$ cat src/sv/alm_pkg.sv
`default_nettype none
// ---------------------------------------------------------------------------
// Array linked list manager package
// Sizes, operation and status codes, and the result record used by the
// manager; its channel interfaces and its port checker use the sizes too.
// ---------------------------------------------------------------------------
package alm_pkg;

  localparam int SLOTS        = 16;
  localparam int PAYLOAD_BITS = 32;
  localparam int SLOT_W       = $clog2(SLOTS);
  localparam int LINK_W       = $clog2(SLOTS + 1);
  localparam int CNT_W        = $clog2(SLOTS + 1);
  localparam int KIND_W       = 3;
  localparam int STATUS_W     = 2;

  typedef logic [SLOT_W-1:0]       slot_t;
  typedef logic [LINK_W-1:0]       link_t;
  typedef logic [CNT_W-1:0]        count_t;
  typedef logic [PAYLOAD_BITS-1:0] payload_t;

  // A link equal to the slot count marks the end of the list.
  localparam link_t END_LINK = LINK_W'(SLOTS);

  typedef enum logic [KIND_W-1:0] {
    KIND_ADD_FIRST = 3'd0,
    KIND_ADD_AFTER = 3'd1,
    KIND_ADD_LAST  = 3'd2,
    KIND_DEL_FIRST = 3'd3,
    KIND_DEL_AFTER = 3'd4,
    KIND_DEL_LAST  = 3'd5,
    KIND_DEL_ALL   = 3'd6,
    KIND_TRAVERSE  = 3'd7
  } kind_e;

  typedef enum logic [STATUS_W-1:0] {
    ST_OK     = 2'd0,
    ST_FULL   = 2'd1,
    ST_EMPTY  = 2'd2,
    ST_BADPOS = 2'd3
  } status_e;

  typedef struct packed {
    status_e  status;
    slot_t    slot;
    payload_t payload;
    logic     last;
  } result_t;

endpackage
`default_nettype wire

$ cat src/sv/alm_in_if.sv
`default_nettype none
// ---------------------------------------------------------------------------
// Array linked list manager request channel
// Valid/ready channel that carries one list operation per transfer.
// ---------------------------------------------------------------------------
interface alm_in_if;

  logic                          valid;
  logic                          ready;
  logic [alm_pkg::KIND_W-1:0]    kind;
  logic [alm_pkg::SLOT_W-1:0]    prev_slot;
  logic [alm_pkg::PAYLOAD_BITS-1:0] payload;

  modport source (output valid, kind, prev_slot, payload, input ready);
  modport sink   (input valid, kind, prev_slot, payload, output ready);

endinterface
`default_nettype wire

$ cat src/sv/alm_out_if.sv
`default_nettype none
// ---------------------------------------------------------------------------
// Array linked list manager result channel
// Valid/ready channel that carries one result record per transfer.
// ---------------------------------------------------------------------------
interface alm_out_if;

  logic                             valid;
  logic                             ready;
  logic [alm_pkg::STATUS_W-1:0]     status;
  logic [alm_pkg::SLOT_W-1:0]       slot;
  logic [alm_pkg::PAYLOAD_BITS-1:0] payload_out;
  logic [alm_pkg::CNT_W-1:0]        count;
  logic                             last;

  modport source (output valid, status, slot, payload_out, count, last, input ready);
  modport sink   (input valid, status, slot, payload_out, count, last, output ready);

endinterface
`default_nettype wire

$ cat src/sv/array_linked_list_manager.sv
`default_nettype none
// ---------------------------------------------------------------------------
// Array linked list manager
// Singly linked list kept in a fixed slot store, driven by a small sequencer
// around one read port of the link and payload memories.
// ---------------------------------------------------------------------------
// The block takes one operation at a time and is not ready until it has
// finished with it. The walk to the tail follows one link per cycle, and
// delete all walks from the head to the current tail for each removal.
// While the result register cannot be emptied, the block waits to emit.
// Results leave through an output register, so a new operation is taken
// while the last result of the previous one still waits. No clearing pass
// runs after reset.
// ---------------------------------------------------------------------------
module array_linked_list_manager (
  input  logic      clk_i,
  input  logic      rst_ni,
  alm_in_if.sink    in_i,
  alm_out_if.source out_o
);

  typedef enum logic [12:0] {
    S_IDLE     = 13'b0000000000001,
    S_DISPATCH = 13'b0000000000010,
    S_RD       = 13'b0000000000100,
    S_WALK     = 13'b0000000001000,
    S_INS_HEAD = 13'b0000000010000,
    S_INS_NEW  = 13'b0000000100000,
    S_INS_PREV = 13'b0000001000000,
    S_DH_RM    = 13'b0000010000000,
    S_DA_CHK   = 13'b0000100000000,
    S_DA_RM    = 13'b0001000000000,
    S_TAIL_RM  = 13'b0010000000000,
    S_TR_CHK   = 13'b0100000000000,
    S_EMIT     = 13'b1000000000000
  } state_e;

  state_e state_q, state_d;

  // List control state.
  alm_pkg::slot_t              head_q, head_d;
  alm_pkg::count_t             count_q, count_d;
  logic [alm_pkg::SLOTS-1:0]   used_q, used_d;
  alm_pkg::slot_t              free_q, free_d;

  // Captured request and walk registers.
  alm_pkg::kind_e              kind_q, kind_d;
  alm_pkg::slot_t              prev_q, prev_d;
  alm_pkg::payload_t           pay_q, pay_d;
  alm_pkg::slot_t              cur_q, cur_d;
  alm_pkg::slot_t              pred_q, pred_d;
  logic                        pred_vld_q, pred_vld_d;
  alm_pkg::slot_t              new_q, new_d;
  alm_pkg::result_t            stg_q, stg_d;

  // Output register.
  logic                        out_vld_q, out_vld_d;
  alm_pkg::result_t            out_q, out_d;
  alm_pkg::count_t             out_cnt_q, out_cnt_d;

  // Link and payload memories with one read address and one write address, each shared by both.
  alm_pkg::link_t              link_mem [alm_pkg::SLOTS];
  alm_pkg::payload_t           pay_mem  [alm_pkg::SLOTS];
  alm_pkg::link_t              link_rd_q;
  alm_pkg::payload_t           pay_rd_q;
  alm_pkg::slot_t              rd_addr;
  logic                        link_we;
  logic                        pay_we;
  alm_pkg::slot_t              wr_addr;
  alm_pkg::link_t              link_wd;

  logic                        can_push;
  logic                        is_full;
  logic                        is_empty;
  logic                        rd_end;
  alm_pkg::slot_t              rd_next;
  alm_pkg::count_t             cnt_dec;
  alm_pkg::count_t             cnt_inc;

  assign in_i.ready        = (state_q == S_IDLE);
  assign out_o.valid       = out_vld_q;
  assign out_o.status      = out_q.status;
  assign out_o.slot        = out_q.slot;
  assign out_o.payload_out = out_q.payload;
  assign out_o.count       = out_cnt_q;
  assign out_o.last        = out_q.last;

  assign can_push = !out_vld_q || out_o.ready;
  assign is_full  = (count_q >= alm_pkg::CNT_W'(alm_pkg::SLOTS));
  assign is_empty = (count_q == '0);
  assign rd_end   = (link_rd_q >= alm_pkg::END_LINK);
  assign rd_next  = link_rd_q[alm_pkg::SLOT_W-1:0];
  assign cnt_dec  = alm_pkg::CNT_W'(count_q - alm_pkg::CNT_W'(1));
  assign cnt_inc  = alm_pkg::CNT_W'(count_q + alm_pkg::CNT_W'(1));

  // Lowest free slot, registered; it is only used by an operation after the
  // one that last changed the used bits.
  always_comb begin
    free_d = '0;
    for (int i = alm_pkg::SLOTS - 1; i >= 0; i--) begin
      if (!used_q[i]) begin
        free_d = alm_pkg::SLOT_W'(i);
      end
    end
  end

  always_comb begin
    state_d    = state_q;
    head_d     = head_q;
    count_d    = count_q;
    used_d     = used_q;
    kind_d     = kind_q;
    prev_d     = prev_q;
    pay_d      = pay_q;
    cur_d      = cur_q;
    pred_d     = pred_q;
    pred_vld_d = pred_vld_q;
    new_d      = new_q;
    stg_d      = stg_q;
    out_vld_d  = out_vld_q && !out_o.ready;
    out_d      = out_q;
    out_cnt_d  = out_cnt_q;
    rd_addr    = cur_q;
    link_we    = 1'b0;
    pay_we     = 1'b0;
    wr_addr    = free_q;
    link_wd    = alm_pkg::END_LINK;

    unique case (state_q)
      S_IDLE: begin
        if (in_i.valid) begin
          kind_d  = alm_pkg::kind_e'(in_i.kind);
          prev_d  = in_i.prev_slot;
          pay_d   = in_i.payload;
          state_d = S_DISPATCH;
        end
      end

      S_DISPATCH: begin
        // Error results carry slot 0 and payload 0.
        stg_d   = '{status: alm_pkg::ST_OK, slot: '0, payload: '0, last: 1'b1};
        state_d = S_EMIT;
        unique case (kind_q) inside
          alm_pkg::KIND_ADD_FIRST: begin
            if (is_full) begin
              stg_d.status = alm_pkg::ST_FULL;
            end else begin
              state_d = S_INS_HEAD;
            end
          end
          alm_pkg::KIND_ADD_AFTER: begin
            if (is_full) begin
              stg_d.status = alm_pkg::ST_FULL;
            end else if (!used_q[prev_q]) begin
              stg_d.status = alm_pkg::ST_BADPOS;
            end else begin
              cur_d   = prev_q;
              state_d = S_RD;
            end
          end
          alm_pkg::KIND_ADD_LAST: begin
            if (is_empty) begin
              state_d = S_INS_HEAD;
            end else if (is_full) begin
              stg_d.status = alm_pkg::ST_FULL;
            end else begin
              cur_d      = head_q;
              pred_vld_d = 1'b0;
              state_d    = S_RD;
            end
          end
          alm_pkg::KIND_DEL_FIRST, alm_pkg::KIND_TRAVERSE: begin
            if (is_empty) begin
              stg_d.status = alm_pkg::ST_EMPTY;
            end else begin
              cur_d   = head_q;
              state_d = S_RD;
            end
          end
          alm_pkg::KIND_DEL_AFTER: begin
            if (is_empty) begin
              stg_d.status = alm_pkg::ST_EMPTY;
            end else if (!used_q[prev_q]) begin
              stg_d.status = alm_pkg::ST_BADPOS;
            end else begin
              cur_d   = prev_q;
              state_d = S_RD;
            end
          end
          alm_pkg::KIND_DEL_LAST, alm_pkg::KIND_DEL_ALL: begin
            // Delete all on an empty list reports a single ok result.
            if (is_empty) begin
              if (kind_q == alm_pkg::KIND_DEL_LAST) begin
                stg_d.status = alm_pkg::ST_EMPTY;
              end
            end else begin
              cur_d      = head_q;
              pred_vld_d = 1'b0;
              state_d    = S_RD;
            end
          end
          default: begin
            state_d = S_IDLE;
          end
        endcase
      end

      S_RD: begin
        unique case (kind_q) inside
          alm_pkg::KIND_ADD_AFTER:                                              state_d = S_INS_NEW;
          alm_pkg::KIND_ADD_LAST, alm_pkg::KIND_DEL_LAST, alm_pkg::KIND_DEL_ALL: state_d = S_WALK;
          alm_pkg::KIND_DEL_FIRST:                                              state_d = S_DH_RM;
          alm_pkg::KIND_DEL_AFTER:                                              state_d = S_DA_CHK;
          alm_pkg::KIND_TRAVERSE:                                               state_d = S_TR_CHK;
          default:                                                              state_d = S_IDLE;
        endcase
      end

      S_WALK: begin
        // One link per cycle: the next read address comes straight from
        // the link just read.
        if (!rd_end) begin
          pred_d     = cur_q;
          pred_vld_d = 1'b1;
          cur_d      = rd_next;
          rd_addr    = rd_next;
        end else if (kind_q == alm_pkg::KIND_ADD_LAST) begin
          state_d = S_INS_NEW;
        end else begin
          state_d = S_TAIL_RM;
        end
      end

      S_INS_HEAD: begin
        link_we         = 1'b1;
        pay_we          = 1'b1;
        link_wd         = is_empty ? alm_pkg::END_LINK : alm_pkg::LINK_W'(head_q);
        used_d[free_q]  = 1'b1;
        count_d         = cnt_inc;
        head_d          = free_q;
        stg_d           = '{status: alm_pkg::ST_OK, slot: free_q, payload: '0, last: 1'b1};
        state_d         = S_EMIT;
      end

      S_INS_NEW: begin
        // The new slot inherits the successor of the slot in cur.
        link_we         = 1'b1;
        pay_we          = 1'b1;
        link_wd         = link_rd_q;
        used_d[free_q]  = 1'b1;
        count_d         = cnt_inc;
        new_d           = free_q;
        state_d         = S_INS_PREV;
      end

      S_INS_PREV: begin
        link_we = 1'b1;
        wr_addr = cur_q;
        link_wd = alm_pkg::LINK_W'(new_q);
        stg_d   = '{status: alm_pkg::ST_OK, slot: new_q, payload: '0, last: 1'b1};
        state_d = S_EMIT;
      end

      S_DH_RM: begin
        head_d        = rd_end ? '0 : rd_next;
        used_d[cur_q] = 1'b0;
        count_d       = cnt_dec;
        if (cnt_dec == '0) begin
          head_d = '0;
        end
        stg_d   = '{status: alm_pkg::ST_OK, slot: cur_q, payload: pay_rd_q, last: 1'b1};
        state_d = S_EMIT;
      end

      S_DA_CHK: begin
        if (rd_end) begin
          stg_d   = '{status: alm_pkg::ST_BADPOS, slot: '0, payload: '0, last: 1'b1};
          state_d = S_EMIT;
        end else begin
          new_d   = rd_next;
          rd_addr = rd_next;
          state_d = S_DA_RM;
        end
      end

      S_DA_RM: begin
        // Unlink the victim held in new: its predecessor takes its link.
        link_we       = 1'b1;
        wr_addr       = cur_q;
        link_wd       = link_rd_q;
        used_d[new_q] = 1'b0;
        count_d       = cnt_dec;
        if (cnt_dec == '0) begin
          head_d = '0;
        end
        stg_d   = '{status: alm_pkg::ST_OK, slot: new_q, payload: pay_rd_q, last: 1'b1};
        state_d = S_EMIT;
      end

      S_TAIL_RM: begin
        if (pred_vld_q) begin
          link_we = 1'b1;
          wr_addr = pred_q;
          link_wd = alm_pkg::END_LINK;
        end else begin
          head_d = '0;
        end
        used_d[cur_q] = 1'b0;
        count_d       = cnt_dec;
        if (cnt_dec == '0) begin
          head_d = '0;
        end
        stg_d = '{status: alm_pkg::ST_OK, slot: cur_q, payload: pay_rd_q,
                  last: (kind_q == alm_pkg::KIND_DEL_LAST) || (cnt_dec == '0)};
        state_d = S_EMIT;
      end

      S_TR_CHK: begin
        stg_d   = '{status: alm_pkg::ST_OK, slot: cur_q, payload: pay_rd_q, last: rd_end};
        cur_d   = rd_next;
        state_d = S_EMIT;
      end

      S_EMIT: begin
        if (can_push) begin
          out_vld_d = 1'b1;
          out_d     = stg_q;
          out_cnt_d = count_q;
          if (stg_q.last) begin
            state_d = S_IDLE;
          end else begin
            // Delete all restarts its walk from the head for the next tail;
            // traverse continues at the successor already in cur.
            if (kind_q == alm_pkg::KIND_DEL_ALL) begin
              cur_d      = head_q;
              pred_vld_d = 1'b0;
            end
            state_d = S_RD;
          end
        end
      end

      default: begin
        state_d = S_IDLE;
      end
    endcase
  end

  always_ff @(posedge clk_i or negedge rst_ni) begin
    if (!rst_ni) begin
      state_q   <= S_IDLE;
      head_q    <= '0;
      count_q   <= '0;
      used_q    <= '0;
      out_vld_q <= 1'b0;
    end else begin
      state_q   <= state_d;
      head_q    <= head_d;
      count_q   <= count_d;
      used_q    <= used_d;
      out_vld_q <= out_vld_d;
    end
  end

  always_ff @(posedge clk_i) begin
    free_q     <= free_d;
    kind_q     <= kind_d;
    prev_q     <= prev_d;
    pay_q      <= pay_d;
    cur_q      <= cur_d;
    pred_q     <= pred_d;
    pred_vld_q <= pred_vld_d;
    new_q      <= new_d;
    stg_q      <= stg_d;
    out_q      <= out_d;
    out_cnt_q  <= out_cnt_d;
  end

  always_ff @(posedge clk_i) begin
    if (link_we) begin
      link_mem[wr_addr] <= link_wd;
    end
    if (pay_we) begin
      pay_mem[wr_addr] <= pay_q;
    end
    link_rd_q <= link_mem[rd_addr];
    pay_rd_q  <= pay_mem[rd_addr];
  end

endmodule
`default_nettype wire

$ cat src/flat_wrapper.sv
// flat-port wrapper written by rule: the top's interface ports become plain ports
module array_linked_list_manager_flat 
  (clk_i, rst_ni, in_i_valid, in_i_kind, in_i_prev_slot, in_i_payload, in_i_ready, out_o_valid, out_o_status, out_o_slot, out_o_payload_out, out_o_count, out_o_last, out_o_ready);
  alm_in_if in_i_i ();
  alm_out_if out_o_i ();
  input  logic clk_i;
  input  logic rst_ni;
  input wire logic [$bits(in_i_i.valid)-1:0] in_i_valid;
  input wire logic [$bits(in_i_i.kind)-1:0] in_i_kind;
  input wire logic [$bits(in_i_i.prev_slot)-1:0] in_i_prev_slot;
  input wire logic [$bits(in_i_i.payload)-1:0] in_i_payload;
  output wire logic [$bits(in_i_i.ready)-1:0] in_i_ready;
  output wire logic [$bits(out_o_i.valid)-1:0] out_o_valid;
  output wire logic [$bits(out_o_i.status)-1:0] out_o_status;
  output wire logic [$bits(out_o_i.slot)-1:0] out_o_slot;
  output wire logic [$bits(out_o_i.payload_out)-1:0] out_o_payload_out;
  output wire logic [$bits(out_o_i.count)-1:0] out_o_count;
  output wire logic [$bits(out_o_i.last)-1:0] out_o_last;
  input wire logic [$bits(out_o_i.ready)-1:0] out_o_ready;
  assign in_i_i.valid = in_i_valid;
  assign in_i_i.kind = in_i_kind;
  assign in_i_i.prev_slot = in_i_prev_slot;
  assign in_i_i.payload = in_i_payload;
  assign in_i_ready = in_i_i.ready;
  assign out_o_valid = out_o_i.valid;
  assign out_o_status = out_o_i.status;
  assign out_o_slot = out_o_i.slot;
  assign out_o_payload_out = out_o_i.payload_out;
  assign out_o_count = out_o_i.count;
  assign out_o_last = out_o_i.last;
  assign out_o_i.ready = out_o_ready;
  array_linked_list_manager u_core (.clk_i(clk_i), .rst_ni(rst_ni), .in_i(in_i_i), .out_o(out_o_i));
endmodule
$ cat config.mk
export PLATFORM = sky130hd
export DESIGN_NAME = array_linked_list_manager_flat
export DESIGN_NICKNAME = d
export VERILOG_FILES = /design/src/sv/alm_pkg.sv /design/src/sv/alm_in_if.sv /design/src/sv/alm_out_if.sv /design/src/sv/array_linked_list_manager.sv /design/src/flat_wrapper.sv
export SDC_FILE = /design/constraint.sdc
export NUM_CORES = 1
export LEC_CHECK = 0
export BUFFER_PORTS_ARGS = -buffer_cell sky130_fd_sc_hd__buf_2
export CAP_MARGIN = 30
export CELL_PAD_IN_SITES_DETAIL_PLACEMENT = 0
export CELL_PAD_IN_SITES_GLOBAL_PLACEMENT = 1
export CORE_MARGIN = 1
export CORE_UTILIZATION = 30
export CTS_BUF_LIST = sky130_fd_sc_hd__clkbuf_16
export DETAILED_ROUTE_END_ITERATION = 8
export GPL_ROUTABILITY_DRIVEN = 0
export GPL_TIMING_DRIVEN = 0
export MAX_ROUTING_LAYER = met4
export PLACE_DENSITY_LB_ADDON = 0.12
export SYNTH_ARGS = -nofsm -noshare
export SYNTH_HDL_FRONTEND = slang
export SYNTH_SLANG_ARGS = --single-unit
$ cat constraint.sdc
create_clock -name clk_i -period 11.7 [get_ports clk_i]
set_input_delay 0 -clock clk_i [delete_from_list [all_inputs] [get_ports clk_i]]
set_output_delay 0 -clock clk_i [all_outputs]
set_load 0.02 [all_outputs]
==> metrics <==
Final Critical Period=4.30 ns; fmax=233 MHz; Clk pwr share=35.7%; Chip Height=355 um; syn nets=3562; hold slack=0.0407 ns; initial antenna violation count=6; Int Pwr=5.64 mW; sequential share of power=43.2%; Synth Flop Type=edfxtp_1; I/O Pins=89; Remaining Overflow, GRT=0; Synth cell types=74; final worst setup slack=7.40 ns; GRT Overall Usage=23.0%; Post-CTS Setup Inserts=0; crit path kind=flop to flop; htree depth=3; Post-synth EDFFs=727; CP max stage delay=0.88 ns; Psw=2.66 mW; clock skew=0.0320 ns; Die ar.=126000 um^2; CTS tree=built; Post-DP HPWL=99800 um; Vias=28700; Hold Vio Cnt, Final=0; Top delay family on crit path=simple AND/OR/NAND/NOR gates; Yosys top cell by area=edfxtp_1; unrepaired setup endpoints after global routing=false; Iter 0 DRT Violations=2387; Area Growth Syn to Fin=19.3%; root buffer cell=clkbuf_16; part of the Yosys area used for sequential elements=63.3%; syn_area_per_cell=10.6 um^2; DP Worst Slack=7.44 ns; worst vdd ir=0.117 mV; TritonRoute pass-1 iters=8; CP endpoint kind=flop; Async SR Flop Fraction=4.83%; Worst-Skew Late Latency=0.71 ns; number of max-cap violations=0; Yosys reg bits=807; row cnt=129; Initial Utilization=30.2%; first-pass GRT wire length=202000 um; Slew Limit Fails=0; Crit Path Max Fanout=17; drc violations=0; P per Cell Area=186 nW/um^2; Leak=15.6 nW; Setup-failing EPs final=0; final period utilization=36.7%; Slew Limit Headroom=29.4%; Required @ worst endpoint=12.08 ns; worst hold path type=input pin to flop; Fin Setup TNS=0 ns; top-area cell type share of the netlist area=58.5%; CTS max path bufs=3; synthesized instance count=3516; fraction of layout cells with a size suffix above 1=10.0%; post-DR vias/cell=5.19; most common cell in the netlist=nand2_1; Die Span X=355 um; CP max stage cell=nor2_4; startpoint types=flop; Post-Syn Area=37300 um^2; Comb power frac=21.1%; Synth top cells by count=nand2_1 (829), edfxtp_1 (727), a21oi_1 (543); CP arrival=4.68 ns; status=finished clean; CTS Sinks=807; area of the core=123000 um^2; worst slew pin tran=1.05 ns; Nets=3868; Final Core Density=36.1%; crit path cell chain=clkbuf_1 > or3_1 > nor3_2 > o21a_1 > clkbuf_1 > nand3_1 > nor2_4 > buf_12; Wirelength per Cell=25.6 um; sw frac=32.1%; CP bufs+invs=3; Ys Warns=0; # port buffers=88; cell mode on critical path=clkbuf_1; Clock Pin Slew Worst Setup and Hold Paths=0.06 ns; vias in the first global route=27600; DRT antenna net count=0; largest net degree at the start of global routing=32; DRT Wirelength=142000 um; CTS buffer count=98; Design Power=8.30 mW; Synth area leaders=edfxtp_1 (58%), nand2_1 (8.3%), a21oi_1 (7.3%)
## per-stage QoR
stage	cell area, um^2	instances
after CTS	44500	5537
after global routing	44500	5539
final	44500	5540
after global placement	39800	5241
after detailed placement	40600	5279
after floorplan	37300	3516
## sequential cells by signal (all words and copies together) (netlist names), 13 cells and up
signal,flops
u_core.used_q,16
u_core.pay_q,32
u_core.pay_mem,512
u_core.pay_rd_q,32
u_core.link_mem,80
u_core.stg_q,39
u_core.state_q,13
u_core.out_o.payload_out,32
## per-layer routing
layer | up-vias | GRT usage, % | part of all wire [%]
met5 | - | - | 0
met4 | 0 | 6.50 | 2.3
met3 | 206 | 2.70 | 5.6
met2 | 905 | 35.7 | 46
met1 | 14400 | 31.6 | 46
li1 | 13200 | - | -
## path summary, 6_finish.rpt
kind                       slack (ns)                            to          startpoint  depth (start not counted)
max                              7.40         u_core.pay_mem[9][14]  u_core.state_q[11]                          8
min                              0.04              u_core.pay_q[28]    in_i_payload[28]                          2
max reg2reg                      7.40         u_core.pay_mem[9][14]  u_core.state_q[11]                          8
min reg2reg                      0.42  u_core.out_o.payload_out[28]    u_core.stg_q[29]                          0
max in group asynchronous       10.65             u_core.state_q[0]              rst_ni                          4
min in group asynchronous        0.38              u_core.used_q[3]              rst_ni                          3
## logic make-up after synthesis
kind of cell | share of synthesized area, %
simple gates | 17.9
fa+ha+maj | 0.101
xor+xnor | 0.188
buf+inv | 2.85
flops | 63.3
compound gates | 13.7
mux | 1.97
## repair_timing
action	in CTS	in global routing
gates resized for setup	0	0
hold endpoints to repair	109	0
hold buffers	78	0
## cell type report
cell class	instances	area, um^2
fillers	12300	79000
flip-flops and latches	807	23600
multi-input cells	2440	12800
clock buffers	100	2500
well taps	1637	2050
repair buffers	206	1920
plain buffers	243	970
clock inverters	80	571
inverters	26	97.6
diodes	1	2.50
## power groups by stage
stage / sequential [mW] / clock, mW / combinational [mW]
after floorplan: 3.56 / 0 / 0.932
final: 3.59 / 2.96 / 1.75
after global routing: 3.61 / 3.14 / 1.89
after global placement: 3.66 / 0 / 1.68
after detailed placement: 3.65 / 0 / 1.73
after CTS: 3.59 / 3.04 / 1.76
## layout by cell type (no fill, tap or decap), types with 8 or more instances in the layout
master         Yosys  routed
a211o_1           37      37
a21oi_1          543     543
a222oi_1           8       8
a22o_1             9       9
a31oi_1           12      11
and2_1            39      38
buf_12             0      19
buf_2             41     130
buf_8              0       9
bufinv_16          0       8
clkbuf_1         199     197
clkbuf_16          0     100
clkinv_1           0      20
clkinv_2           0      19
dfrtp_1           38      38
dfxtp_1           41      41
dlygate4sd3_1      0      78
edfxtp_1         727     727
inv_1             25      51
mux2_1            20      20
mux2_2            28      28
nand2_1          829     829
nand2b_1         268     268
nand3_1           60      60
nand4_1           56      56
nor2_1            64      48
nor2_4             0      16
nor2b_1           11      11
nor3_1            19      19
nor4_1            13      13
o21ai_0          274     274
o21ai_1           23      23
(Power assumes the default switching activity.)
